`config.mk`:
```
export PLATFORM = sky130hd
export DESIGN_NAME = source_token_scanner_core
export DESIGN_NICKNAME = d
export VERILOG_FILES = /design/src/design/sts_pkg.sv /design/src/design/source_token_scanner_core.sv /design/src/design/sts_front.sv /design/src/design/sts_back.sv
export SDC_FILE = /design/constraint.sdc
export NUM_CORES = 2
export LEC_CHECK = 0
export BUFFER_PORTS_ARGS = -buffer_cell sky130_fd_sc_hd__buf_2
export CORE_UTILIZATION = 28
export DETAILED_ROUTE_END_ITERATION = 10
export PLACE_DENSITY = 0.43
export SYNTH_ARGS = -nofsm -noshare
export SYNTH_HDL_FRONTEND = slang
export SYNTH_SLANG_ARGS = --single-unit
```
`constraint.sdc`:
```
create_clock -name clk_i -period 21.1 [get_ports clk_i]
set_input_delay 2.11 -clock clk_i [delete_from_list [all_inputs] [get_ports clk_i]]
set_output_delay 2.11 -clock clk_i [all_outputs]
set_load 0.05 [all_outputs]
```
`src/design/sts_pkg.sv`:
```
// Shared types and constants for the source token scanner.
`default_nettype none
package sts_pkg;

  typedef enum logic [3:0] {
    KIND_IDENT  = 4'd0,
    KIND_FUNC   = 4'd1,
    KIND_RETURN = 4'd2,
    KIND_I32    = 4'd3,
    KIND_INT    = 4'd4,
    KIND_ARROW  = 4'd5,
    KIND_LPAREN = 4'd6,
    KIND_RPAREN = 4'd7,
    KIND_LBRACE = 4'd8,
    KIND_RBRACE = 4'd9,
    KIND_SEMI   = 4'd10,
    KIND_ERROR  = 4'd11
  } kind_e;

  // Scanner modes, one-hot
  typedef enum logic [7:0] {
    MODE_IDLE  = 8'b0000_0001,
    MODE_IDENT = 8'b0000_0010,
    MODE_ZERO  = 8'b0000_0100,
    MODE_OCT   = 8'b0000_1000,
    MODE_HEX   = 8'b0001_0000,
    MODE_BIN   = 8'b0010_0000,
    MODE_DEC   = 8'b0100_0000,
    MODE_MINUS = 8'b1000_0000
  } mode_e;

  localparam logic [7:0] SepReset = 8'd39;
  localparam logic [7:0] ChNewline = 8'h0a;

  // Keyword letter at a position (0 where the keyword has ended)
  function automatic logic [7:0] kw_char(input logic [1:0] kw, input logic [2:0] pos);
    logic [7:0] r;
    r = 8'd0;
    case (kw)
      2'd0: case (pos)
        3'd0: r = "f"; 3'd1: r = "u"; 3'd2: r = "n"; 3'd3: r = "c";
        default: r = 8'd0;
      endcase
      2'd1: case (pos)
        3'd0: r = "r"; 3'd1: r = "e"; 3'd2: r = "t"; 3'd3: r = "u";
        3'd4: r = "r"; 3'd5: r = "n";
        default: r = 8'd0;
      endcase
      2'd2: case (pos)
        3'd0: r = "i"; 3'd1: r = "3"; 3'd2: r = "2";
        default: r = 8'd0;
      endcase
      default: r = 8'd0;
    endcase
    return r;
  endfunction

endpackage
`default_nettype wire

```
`src/design/source_token_scanner_core.sv`:
```
// Top level of the source token scanner.
// One character word is taken per clock whenever full is low; its tokens
// (none, one or two) are computed in the same cycle by the scanner front end
// and written into a four-word token queue, from which one token word leaves
// per pop. full rises when fewer than two queue entries are free, so the
// rate is one character per cycle while tokens are drained as fast as they
// are made. Tokens are registered in the queue before reaching the outputs.
`default_nettype none
module source_token_scanner_core import sts_pkg::*; #(
  parameter int OFFSET_BITS = 24,
  parameter int LINE_BITS   = 20,
  parameter int COL_BITS    = 16,
  parameter int LENGTH_BITS = 8
) (
  input  wire logic                   clk_i,
  input  wire logic                   rst_ni,
  input  wire logic                   cfg_we_i,
  input  wire logic [7:0]             cfg_wdata_i,
  input  wire logic                   push,
  output logic                        full,
  input  wire logic [7:0]             char_code_i,
  input  wire logic                   end_of_text_i,
  output logic                        empty,
  input  wire logic                   pop,
  output logic [3:0]                  token_kind_o,
  output logic [OFFSET_BITS-1:0]      start_offset_o,
  output logic [LINE_BITS-1:0]        start_line_o,
  output logic [COL_BITS-1:0]         start_col_o,
  output logic [OFFSET_BITS-1:0]      end_offset_o,
  output logic [LINE_BITS-1:0]        end_line_o,
  output logic [COL_BITS-1:0]         end_col_o,
  output logic [LENGTH_BITS-1:0]      text_length_o,
  output logic                        last_of_run_o
);

  localparam int WordBits = 4 + 2 * (OFFSET_BITS + LINE_BITS + COL_BITS) + LENGTH_BITS;

  logic [7:0] sep_q;
  logic accept, res_valid, room;
  logic [1:0] res_cnt;
  logic [WordBits-1:0] res0, res1, head;

  // Separator register
  always_ff @(posedge clk_i or negedge rst_ni) begin
    if (!rst_ni) sep_q <= SepReset;
    else if (cfg_we_i) sep_q <= cfg_wdata_i;
  end

  assign full   = !room;
  assign accept = push && room;

  sts_front #(
    .OffsetBits(OFFSET_BITS), .LineBits(LINE_BITS), .ColBits(COL_BITS),
    .LengthBits(LENGTH_BITS), .WordBits(WordBits)
  ) u_front (
    .clk_i, .rst_ni, .sep_i(sep_q), .valid_i(accept), .char_i(char_code_i),
    .eot_i(end_of_text_i), .res_valid_o(res_valid), .res_cnt_o(res_cnt),
    .res0_o(res0), .res1_o(res1)
  );

  sts_back #(.WordBits(WordBits)) u_back (
    .clk_i, .rst_ni, .wr_i(res_valid), .wr_cnt_i(res_cnt), .wr0_i(res0), .wr1_i(res1),
    .room_o(room), .empty_o(empty), .pop_i(pop), .head_o(head),
    .head_last_o(last_of_run_o)
  );

  assign {token_kind_o, start_offset_o, start_line_o, start_col_o,
          end_offset_o, end_line_o, end_col_o, text_length_o} = head;

endmodule
`default_nettype wire

```
`src/design/sts_front.sv`:
```
// Front part: location tracking, character classes and the token state machine.
`default_nettype none
module sts_front import sts_pkg::*; #(
  parameter int OffsetBits = 24,
  parameter int LineBits   = 20,
  parameter int ColBits    = 16,
  parameter int LengthBits = 8,
  parameter int WordBits   = 4 + 2 * (OffsetBits + LineBits + ColBits) + LengthBits
) (
  input  wire logic                clk_i,
  input  wire logic                rst_ni,
  input  wire logic [7:0]          sep_i,
  input  wire logic                valid_i,
  input  wire logic [7:0]          char_i,
  input  wire logic                eot_i,
  output logic                     res_valid_o,
  output logic [1:0]               res_cnt_o,
  output logic [WordBits-1:0]      res0_o,
  output logic [WordBits-1:0]      res1_o
);

  mode_e mode_q, mode_d;
  logic [2:0] hits_q, hits_d;
  logic sep_q, sep_d;
  logic [LengthBits-1:0] len_q, len_d;
  logic [OffsetBits-1:0] so_q, so_d, lo_q, lo_d, no_q, no_d;
  logic [LineBits-1:0] sl_q, sl_d, ll_q, ll_d, nl_q, nl_d;
  logic [ColBits-1:0] sc_q, sc_d, lc_q, lc_d, nc_q, nc_d;

  logic [1:0] cnt;
  logic [WordBits-1:0] w0, w1;
  logic c_alpha, c_digit, c_xdig, c_istart, c_ident, c_space, c_oct;
  logic consumed;
  kind_e fk;
  logic [LengthBits-1:0] len_inc;

  // Character classes
  always_comb begin
    c_alpha  = (char_i >= "A" && char_i <= "Z") || (char_i >= "a" && char_i <= "z");
    c_digit  = char_i >= "0" && char_i <= "9";
    c_oct    = char_i >= "0" && char_i <= "7";
    c_xdig   = c_digit || (char_i >= "a" && char_i <= "f") || (char_i >= "A" && char_i <= "F");
    c_istart = c_alpha || char_i == "_";
    c_ident  = c_istart || c_digit;
    c_space  = char_i == 8'd32 || (char_i >= 8'd9 && char_i <= 8'd13);
    len_inc  = (&len_q) ? len_q : len_q + 1'b1;
  end

  function automatic logic [LengthBits-1:0] len_of(input int unsigned v);
    return LengthBits'(v);
  endfunction

  // Token state machine for one character
  always_comb begin
    kind_e k;
    logic [LengthBits-1:0] el;
    logic [WordBits-1:0] w;
    logic [3:0] kwl;
    mode_d = mode_q; hits_d = hits_q; sep_d = sep_q; len_d = len_q;
    so_d = so_q; sl_d = sl_q; sc_d = sc_q;
    lo_d = lo_q; ll_d = ll_q; lc_d = lc_q;
    no_d = no_q; nl_d = nl_q; nc_d = nc_q;
    cnt = 2'd0; w0 = '0; w1 = '0; consumed = 1'b0; fk = KIND_IDENT; k = KIND_IDENT;
    el = '0; w = '0; kwl = 4'd0;
    if (valid_i) begin
      // extend
      unique case (mode_q)
        MODE_IDENT: if (c_ident) begin
          for (int i = 0; i < 3; i++) begin
            kwl = (i == 0) ? 4'd4 : (i == 1) ? 4'd6 : 4'd3;
            if (len_q >= LengthBits'(kwl) ||
                kw_char(2'(i), len_q[2:0]) != char_i)
              hits_d[i] = 1'b0;
          end
          len_d = len_inc; sep_d = 1'b0; consumed = 1'b1;
        end
        MODE_ZERO: begin
          if (char_i == "x") begin mode_d = MODE_HEX; sep_d = 1'b1; consumed = 1'b1; end
          else if (char_i == "b") begin mode_d = MODE_BIN; sep_d = 1'b1; consumed = 1'b1; end
          else if (c_oct) begin mode_d = MODE_OCT; sep_d = 1'b0; consumed = 1'b1; end
          if (consumed) len_d = len_inc;
        end
        MODE_OCT, MODE_HEX, MODE_BIN, MODE_DEC: begin
          if (!sep_q && char_i == sep_i) begin
            sep_d = 1'b1; consumed = 1'b1;
          end else if ((mode_q == MODE_OCT && c_oct) || (mode_q == MODE_HEX && c_xdig) ||
                       (mode_q == MODE_BIN && (char_i == "0" || char_i == "1")) ||
                       (mode_q == MODE_DEC && c_digit)) begin
            sep_d = 1'b0; len_d = len_inc; consumed = 1'b1;
          end
        end
        MODE_MINUS: if (char_i == ">") begin
          consumed = 1'b1;
          w = {KIND_ARROW, so_q, sl_q, sc_q, no_q, nl_q, nc_q, len_of(2)};
          w0 = w; cnt = 2'd1;
          mode_d = MODE_IDLE;
        end
        default: consumed = 1'b0;
      endcase
      if (consumed) begin
        lo_d = no_q; ll_d = nl_q; lc_d = nc_q;
      end else begin
        // flush pending token
        if (mode_q != MODE_IDLE) begin
          if (mode_q == MODE_IDENT) begin
            k = KIND_IDENT;
            if (hits_q[0] && len_q == len_of(4)) k = KIND_FUNC;
            if (hits_q[1] && len_q == len_of(6)) k = KIND_RETURN;
            if (hits_q[2] && len_q == len_of(3)) k = KIND_I32;
            el = len_q;
          end else if (mode_q == MODE_MINUS) begin
            k = KIND_ERROR; el = len_of(1);
          end else begin
            k = KIND_INT; el = len_q;
          end
          w0 = {k, so_q, sl_q, sc_q, lo_q, ll_q, lc_q, el}; cnt = 2'd1;
        end
        mode_d = MODE_IDLE; sep_d = 1'b0; hits_d = 3'b000;
        // scan afresh
        if (!c_space) begin
          so_d = no_q; sl_d = nl_q; sc_d = nc_q;
          lo_d = no_q; ll_d = nl_q; lc_d = nc_q;
          len_d = len_of(1);
          if (c_istart) begin
            mode_d = MODE_IDENT;
            hits_d = {char_i == "i", char_i == "r", char_i == "f"};
          end else if (char_i == "0") begin
            mode_d = MODE_ZERO; sep_d = 1'b1;
          end else if (c_digit) mode_d = MODE_DEC;
          else if (char_i == "-") mode_d = MODE_MINUS;
          else begin
            case (char_i)
              "(": fk = KIND_LPAREN;
              ")": fk = KIND_RPAREN;
              "{": fk = KIND_LBRACE;
              "}": fk = KIND_RBRACE;
              ";": fk = KIND_SEMI;
              default: fk = KIND_ERROR;
            endcase
            w = {fk, no_q, nl_q, nc_q, no_q, nl_q, nc_q, len_of(1)};
            if (cnt == 2'd0) w0 = w; else w1 = w;
            cnt = cnt + 2'd1;
          end
        end
      end
      // end of text flushes whatever is pending
      if (eot_i) begin
        if (mode_d != MODE_IDLE) begin
          if (mode_d == MODE_IDENT) begin
            k = KIND_IDENT;
            if (hits_d[0] && len_d == len_of(4)) k = KIND_FUNC;
            if (hits_d[1] && len_d == len_of(6)) k = KIND_RETURN;
            if (hits_d[2] && len_d == len_of(3)) k = KIND_I32;
            el = len_d;
          end else if (mode_d == MODE_MINUS) begin
            k = KIND_ERROR; el = len_of(1);
          end else begin
            k = KIND_INT; el = len_d;
          end
          w = {k, so_d, sl_d, sc_d, lo_d, ll_d, lc_d, el};
          if (cnt == 2'd0) w0 = w; else if (cnt == 2'd1) w1 = w;
          if (cnt != 2'd2) cnt = cnt + 2'd1;
        end
        mode_d = MODE_IDLE; sep_d = 1'b0; hits_d = 3'b000;
      end
      // location of the next character
      nc_d = (&nc_q) ? nc_q : nc_q + 1'b1;
      if (char_i == ChNewline) begin
        nc_d = '0;
        nl_d = (&nl_q) ? nl_q : nl_q + 1'b1;
      end
      no_d = (&no_q) ? no_q : no_q + 1'b1;
      if (eot_i) begin
        no_d = '0; nl_d = LineBits'(1); nc_d = ColBits'(1);
      end
    end
  end

  always_ff @(posedge clk_i or negedge rst_ni) begin
    if (!rst_ni) begin
      mode_q <= MODE_IDLE; hits_q <= '0; sep_q <= 1'b0; len_q <= '0;
      so_q <= '0; sl_q <= LineBits'(1); sc_q <= ColBits'(1);
      lo_q <= '0; ll_q <= LineBits'(1); lc_q <= ColBits'(1);
      no_q <= '0; nl_q <= LineBits'(1); nc_q <= ColBits'(1);
    end else begin
      mode_q <= mode_d; hits_q <= hits_d; sep_q <= sep_d; len_q <= len_d;
      so_q <= so_d; sl_q <= sl_d; sc_q <= sc_d;
      lo_q <= lo_d; ll_q <= ll_d; lc_q <= lc_d;
      no_q <= no_d; nl_q <= nl_d; nc_q <= nc_d;
    end
  end

  assign res_valid_o = valid_i && cnt != 2'd0;
  assign res_cnt_o   = cnt;
  assign res0_o      = w0;
  assign res1_o      = w1;

  // A result word is only produced for an accepted character
  assert property (@(posedge clk_i) disable iff (!rst_ni) res_valid_o |-> valid_i)
    else $error("result without character");
  // End of text leaves the scanner idle
  assert property (@(posedge clk_i) disable iff (!rst_ni) valid_i && eot_i |=> mode_q == MODE_IDLE)
    else $error("mode not idle after end of text");
  // End of text resets the next location
  assert property (@(posedge clk_i) disable iff (!rst_ni) valid_i && eot_i |=> no_q == '0)
    else $error("offset not reset after end of text");

endmodule
`default_nettype wire

```
`src/design/sts_back.sv`:
```
// Back part: token queue that takes up to two words per cycle and hands out one.
`default_nettype none
module sts_back #(
  parameter int WordBits = 128
) (
  input  wire logic                clk_i,
  input  wire logic                rst_ni,
  input  wire logic                wr_i,
  input  wire logic [1:0]          wr_cnt_i,
  input  wire logic [WordBits-1:0] wr0_i,
  input  wire logic [WordBits-1:0] wr1_i,
  output logic                     room_o,
  output logic                     empty_o,
  input  wire logic                pop_i,
  output logic [WordBits-1:0]      head_o,
  output logic                     head_last_o
);

  localparam int Depth = 4;
  logic [WordBits:0] mem_q [Depth];
  logic [1:0] rd_q, wr_q;
  logic [2:0] cnt_q, cnt_d;
  logic do_pop;
  logic [1:0] wr_n;

  assign do_pop  = pop_i && !empty_o;
  assign wr_n    = wr_i ? wr_cnt_i : 2'd0;
  assign empty_o = cnt_q == 3'd0;
  // Two free entries needed for a worst-case character
  assign room_o  = cnt_q <= 3'(Depth - 2);
  assign cnt_d   = cnt_q + {1'b0, wr_n} - {2'b00, do_pop};
  assign head_o      = mem_q[rd_q][WordBits:1];
  assign head_last_o = mem_q[rd_q][0];

  // Storage
  always_ff @(posedge clk_i) begin
    if (wr_n != 2'd0) mem_q[wr_q] <= {wr0_i, wr_n == 2'd1};
    if (wr_n == 2'd2) mem_q[wr_q + 2'd1] <= {wr1_i, 1'b1};
  end

  // Pointers
  always_ff @(posedge clk_i or negedge rst_ni) begin
    if (!rst_ni) begin
      rd_q <= '0; wr_q <= '0; cnt_q <= '0;
    end else begin
      rd_q  <= rd_q + {1'b0, do_pop};
      wr_q  <= wr_q + wr_n;
      cnt_q <= cnt_d;
    end
  end

  assert property (@(posedge clk_i) disable iff (!rst_ni) cnt_q <= 3'(Depth))
    else $error("queue overflow");
  assert property (@(posedge clk_i) disable iff (!rst_ni) wr_n != 2'd0 |=> !empty_o)
    else $error("queue empty after write");
  assert property (@(posedge clk_i) disable iff (!rst_ni) empty_o |-> !do_pop)
    else $error("pop from empty queue");

endmodule
`default_nettype wire
```
==> impl_metrics.csv <==
group,metric,value,unit
placed_design,post-dp-hpwl,71100,um
route,drcViolationCount,0,
layout,stdcell_area,41300,um^2
floorplan,die_x,362,um
clocking,cts_resized,0,
sta,fin_crit,7.88,ns
synth,syn-num-nets,2842,
pwr,power_leakage,13.0,nW
global_routing,track_usage,0.197,
global_routing,grt_pass1_wl,192000,um
route,wirelength,132000,um
critical_path,required,21.44,ns
clocking,clock_latency,0.67,ns
pwr,power_density,133,nW/um^2
min_path,min-delay-start,"u_back.cnt_q[2]$_DFF_PN0_",
critical_path,rr_endpoint,"u_back.mem_q[2][15]$_DFFE_PP_",
sta,hold_viol,0,
sta,fin_crit_sh,0.373,
critical_path,slowest_stage,"buf_4",
clocking,holdBufCountCts,0,
global_routing,grt_pass1_vias,27430,
synth,yosys-top-cells-area,"edfxtp_1, dfrtp_1, o22ai_1",
floorplan,initial_core_util,0.283,
synth,yosys_register_bits,747,
synth,ys_seq_area_frac,0.587,
route,vias,26780,
sta,finalSetupTns,0,ns
layout,syn_to_final_growth,13.8,%
placed_design,place_area,38500,um^2
floorplan,coreArea,128000,um^2
critical_path,reg2reg_depth,13,
global_routing,grt_overflow,0,
critical_path,crit_arrival,8.22,ns
clocking,cts_tree,"done",
sta,fin_hold_ws,0.499,ns
clocking,cts_made_buffers,87,
synth,ys_types,87,
sta,drv_slew,0,
sta,maxSlewHeadroom,0.137,
clocking,cts_max_level,3,
sta,rsz0062_at_grt,"false",
synth,synth.largest_area_cell,"edfxtp_1",
layout,drive_gt1_frac,0.225,
floorplan,io_pins,157,
critical_path,worstPathCellList,"buf_2, nor3_1, and2_1, o31ai_1, a21oi_1, nand3_1, o21ai_2, inv_2, ha_1, o21ai_0, a21oi_1, or3_4, buf_4, buf_4, o22ai_1",
route,wl_per_cell,28.7,um
synth,syn_area_per_cell,13.0,um^2
min_path,hp-class,"reg -> reg",
synth,yosysTopAreaCellShare,0.437,
sta,setup_violations,0,
status,status,"completed",
layout,final_util,0.323,
layout,fin_nets,2832,
sta,worstMarginPinSlew,1.29,ns
route,ant_nets,0,
min_path,holdPathStages,1,
route,vias_per_cell,5.83,
synth,synth_flop_cell,"edfxtp_1",
synth,synth_async_sr_flop_share,0.288,
clocking,clockBufferDepth,3,
clocking,clkSlewWorstSetupHoldPaths,0.06,ns
critical_path,critPathBufInv,4,
synth,yosysWarnings,0,
critical_path,path_max_fanout,69,
route,drtPass1Iterations,5,
pwr,finalPower,5.49,mW
layout,most-common-layout-cells,"edfxtp_1, o22ai_1, dfrtp_1, nand2_1, a22oi_1",
floorplan,dieArea,131000,um^2
synth,netlist_area,36300,um^2
layout,n_antenna_cell,0,
placed_design,gp_congestion,0.809,
job,maxCapViolCount,0,
critical_path,path_class,"in -> reg",
placed_design,port_buffers,156,
global_routing,grt_max_degree,87,
critical_path,cp_slowest_stage_delay,1.03,ns
sta,finClkSkew,0.0249,ns
floorplan,fp.dieH,362,um
clocking,cts_setup_buffers,0,
min_path,min_to,"u_back.cnt_q[2]$_DFF_PN0_",
layout,layout_commonest_cell,"edfxtp_1",
pwr,ir_drop,0.0946,mV
critical_path,regToRegSetupSlack,14.60,ns
critical_path,startpoint_type,"input port",
critical_path,cpLargestDelayFamily,"buffers and inverters",
synth,synth_edf_count,528,
sta,fmax,127,MHz
critical_path,cp-end-kind,"flop",
clocking,cts.sinks,747,
global_routing,antenna_found_initial,8,
floorplan,rows,131,
synth,syn-instance-count,2802,
critical_path,r2r_start,"u_front.mode_q[3]$_DFFE_PN0P_",
route,drt-initial-drc-count,2569,
clocking,root_buffer,"clkbuf_16",
==> cells in the mapped netlist (6+ instances only) <==
cell type and count:
ha_1 17, dfrtp_1 204, nand4_1 25, and3_1 17, xnor2_1 21, o21ai_0 39, a22oi_1 166, o31ai_1 7
xor2_1 47, clkbuf_1 182, buf_6 9, a22o_1 14, o221ai_1 16, inv_1 21, mux4_2 133, and4_1 11
buf_1 23, or3_1 15, nor4_1 9, edfxtp_1 528, a31oi_1 9, mux2_2 126, nand3_1 38, o22ai_1 526
buf_2 87, dfstp_2 11, a21oi_1 51, nor3_1 24, mux2i_1 6, nor2b_1 13, and2_1 12, nand2_1 184
nor2_1 102
==> area by class of cell <==
class                      count  area, um^2
inverter                      22        82.6
sequential                   747       21300
clock inverter                35         397
timing repair buffer         210        1200
fill                       12792       86800
clock buffer                 129        2450
multi-input combinational   1724       13700
tap                         1729        2160
==> where the power goes <==
part	internal, mW	switching [mW]	total (mW)	leakage, nW
sequential	1.82	0.148	1.97	7.50
clock	0.870	0.637	1.51	1.38
combinational	0.517	1.50	2.02	4.17
total	3.21	2.29	5.49	13.0
==> registers in the layout, indices dropped and copies added (netlist names), 8 cells and up <==
name            cells
u_front.lc_q       16
u_front.len_q       8
u_front.nc_q       16
sep_q               8
u_front.sl_q       20
u_front.nl_q       20
u_front.mode_q      8
u_front.no_q       24
u_front.lo_q       24
u_front.sc_q       16
u_back.mem_q      532
u_front.so_q       24
u_front.ll_q       20
==> kinds of logic after synthesis <==
family / count (synthesis) / synth area share
AOI/OAI and AO/OA: 882 / 0.161
DFF: 747 / 0.587
and+or+nand+nor: 491 / 0.0657
buffers and inverters: 331 / 0.0396
muxes: 265 / 0.123
xor gates and xnor gates: 68 / 0.0164
adders and majority gates: 18 / 0.00641
==> routing by layer <==
| layer | part of all wire | GRT usage | up-vias |
|---|---|---|---|
| li1 | - | - | 11292 |
| met1 | 0.43 | 0.266 | 14041 |
| met2 | 0.48 | 0.328 | 1249 |
| met3 | 0.069 | 0.0305 | 198 |
| met4 | 0.024 | 0.0550 | 0 |
| met5 | 0 | 0 | - |
==> stage by stage <==
stage          instances  setup WS, ns
5_1_grt             4596         13.00
6_report            4596         13.22
4_1_cts             4596         13.34
3_3_place_gp        4432         12.78
2_1_floorplan       2802         12.61
3_5_place_dp        4432         12.61
==> worst max-delay path by stage <==
stage / from / endpoint / cells after the start
2_1_floorplan: char_code_i[0] / u_back.mem_q[0][100]$_DFFE_PP_ / 14
3_3_place_gp: char_code_i[1] / u_back.mem_q[2][7]$_DFFE_PP_ / 16
3_5_place_dp: char_code_i[0] / u_back.mem_q[2][88]$_DFFE_PP_ / 15
4_1_cts: char_code_i[0] / u_back.mem_q[2][15]$_DFFE_PP_ / 15
5_1_grt: char_code_i[4] / u_back.mem_q[2][7]$_DFFE_PP_ / 15
6_report: char_code_i[0] / u_back.mem_q[2][15]$_DFFE_PP_ / 15
==> worst register-to-register path, stage by stage, from the launching register on <==
cell and delay (ns):
dfrtp_1 0.46, nor4_1 0.74, and4b_1 0.56, a21oi_1 0.35
nand3_1 0.33, o21ai_2 0.15, inv_2 0.11, ha_1 0.17
o21ai_0 0.09, a21oi_1 0.68, or3_4 0.28, buf_4 0.93
buf_4 1.07, o22ai_1 0.25
Note: power is estimated with default switching activity, not from simulation.
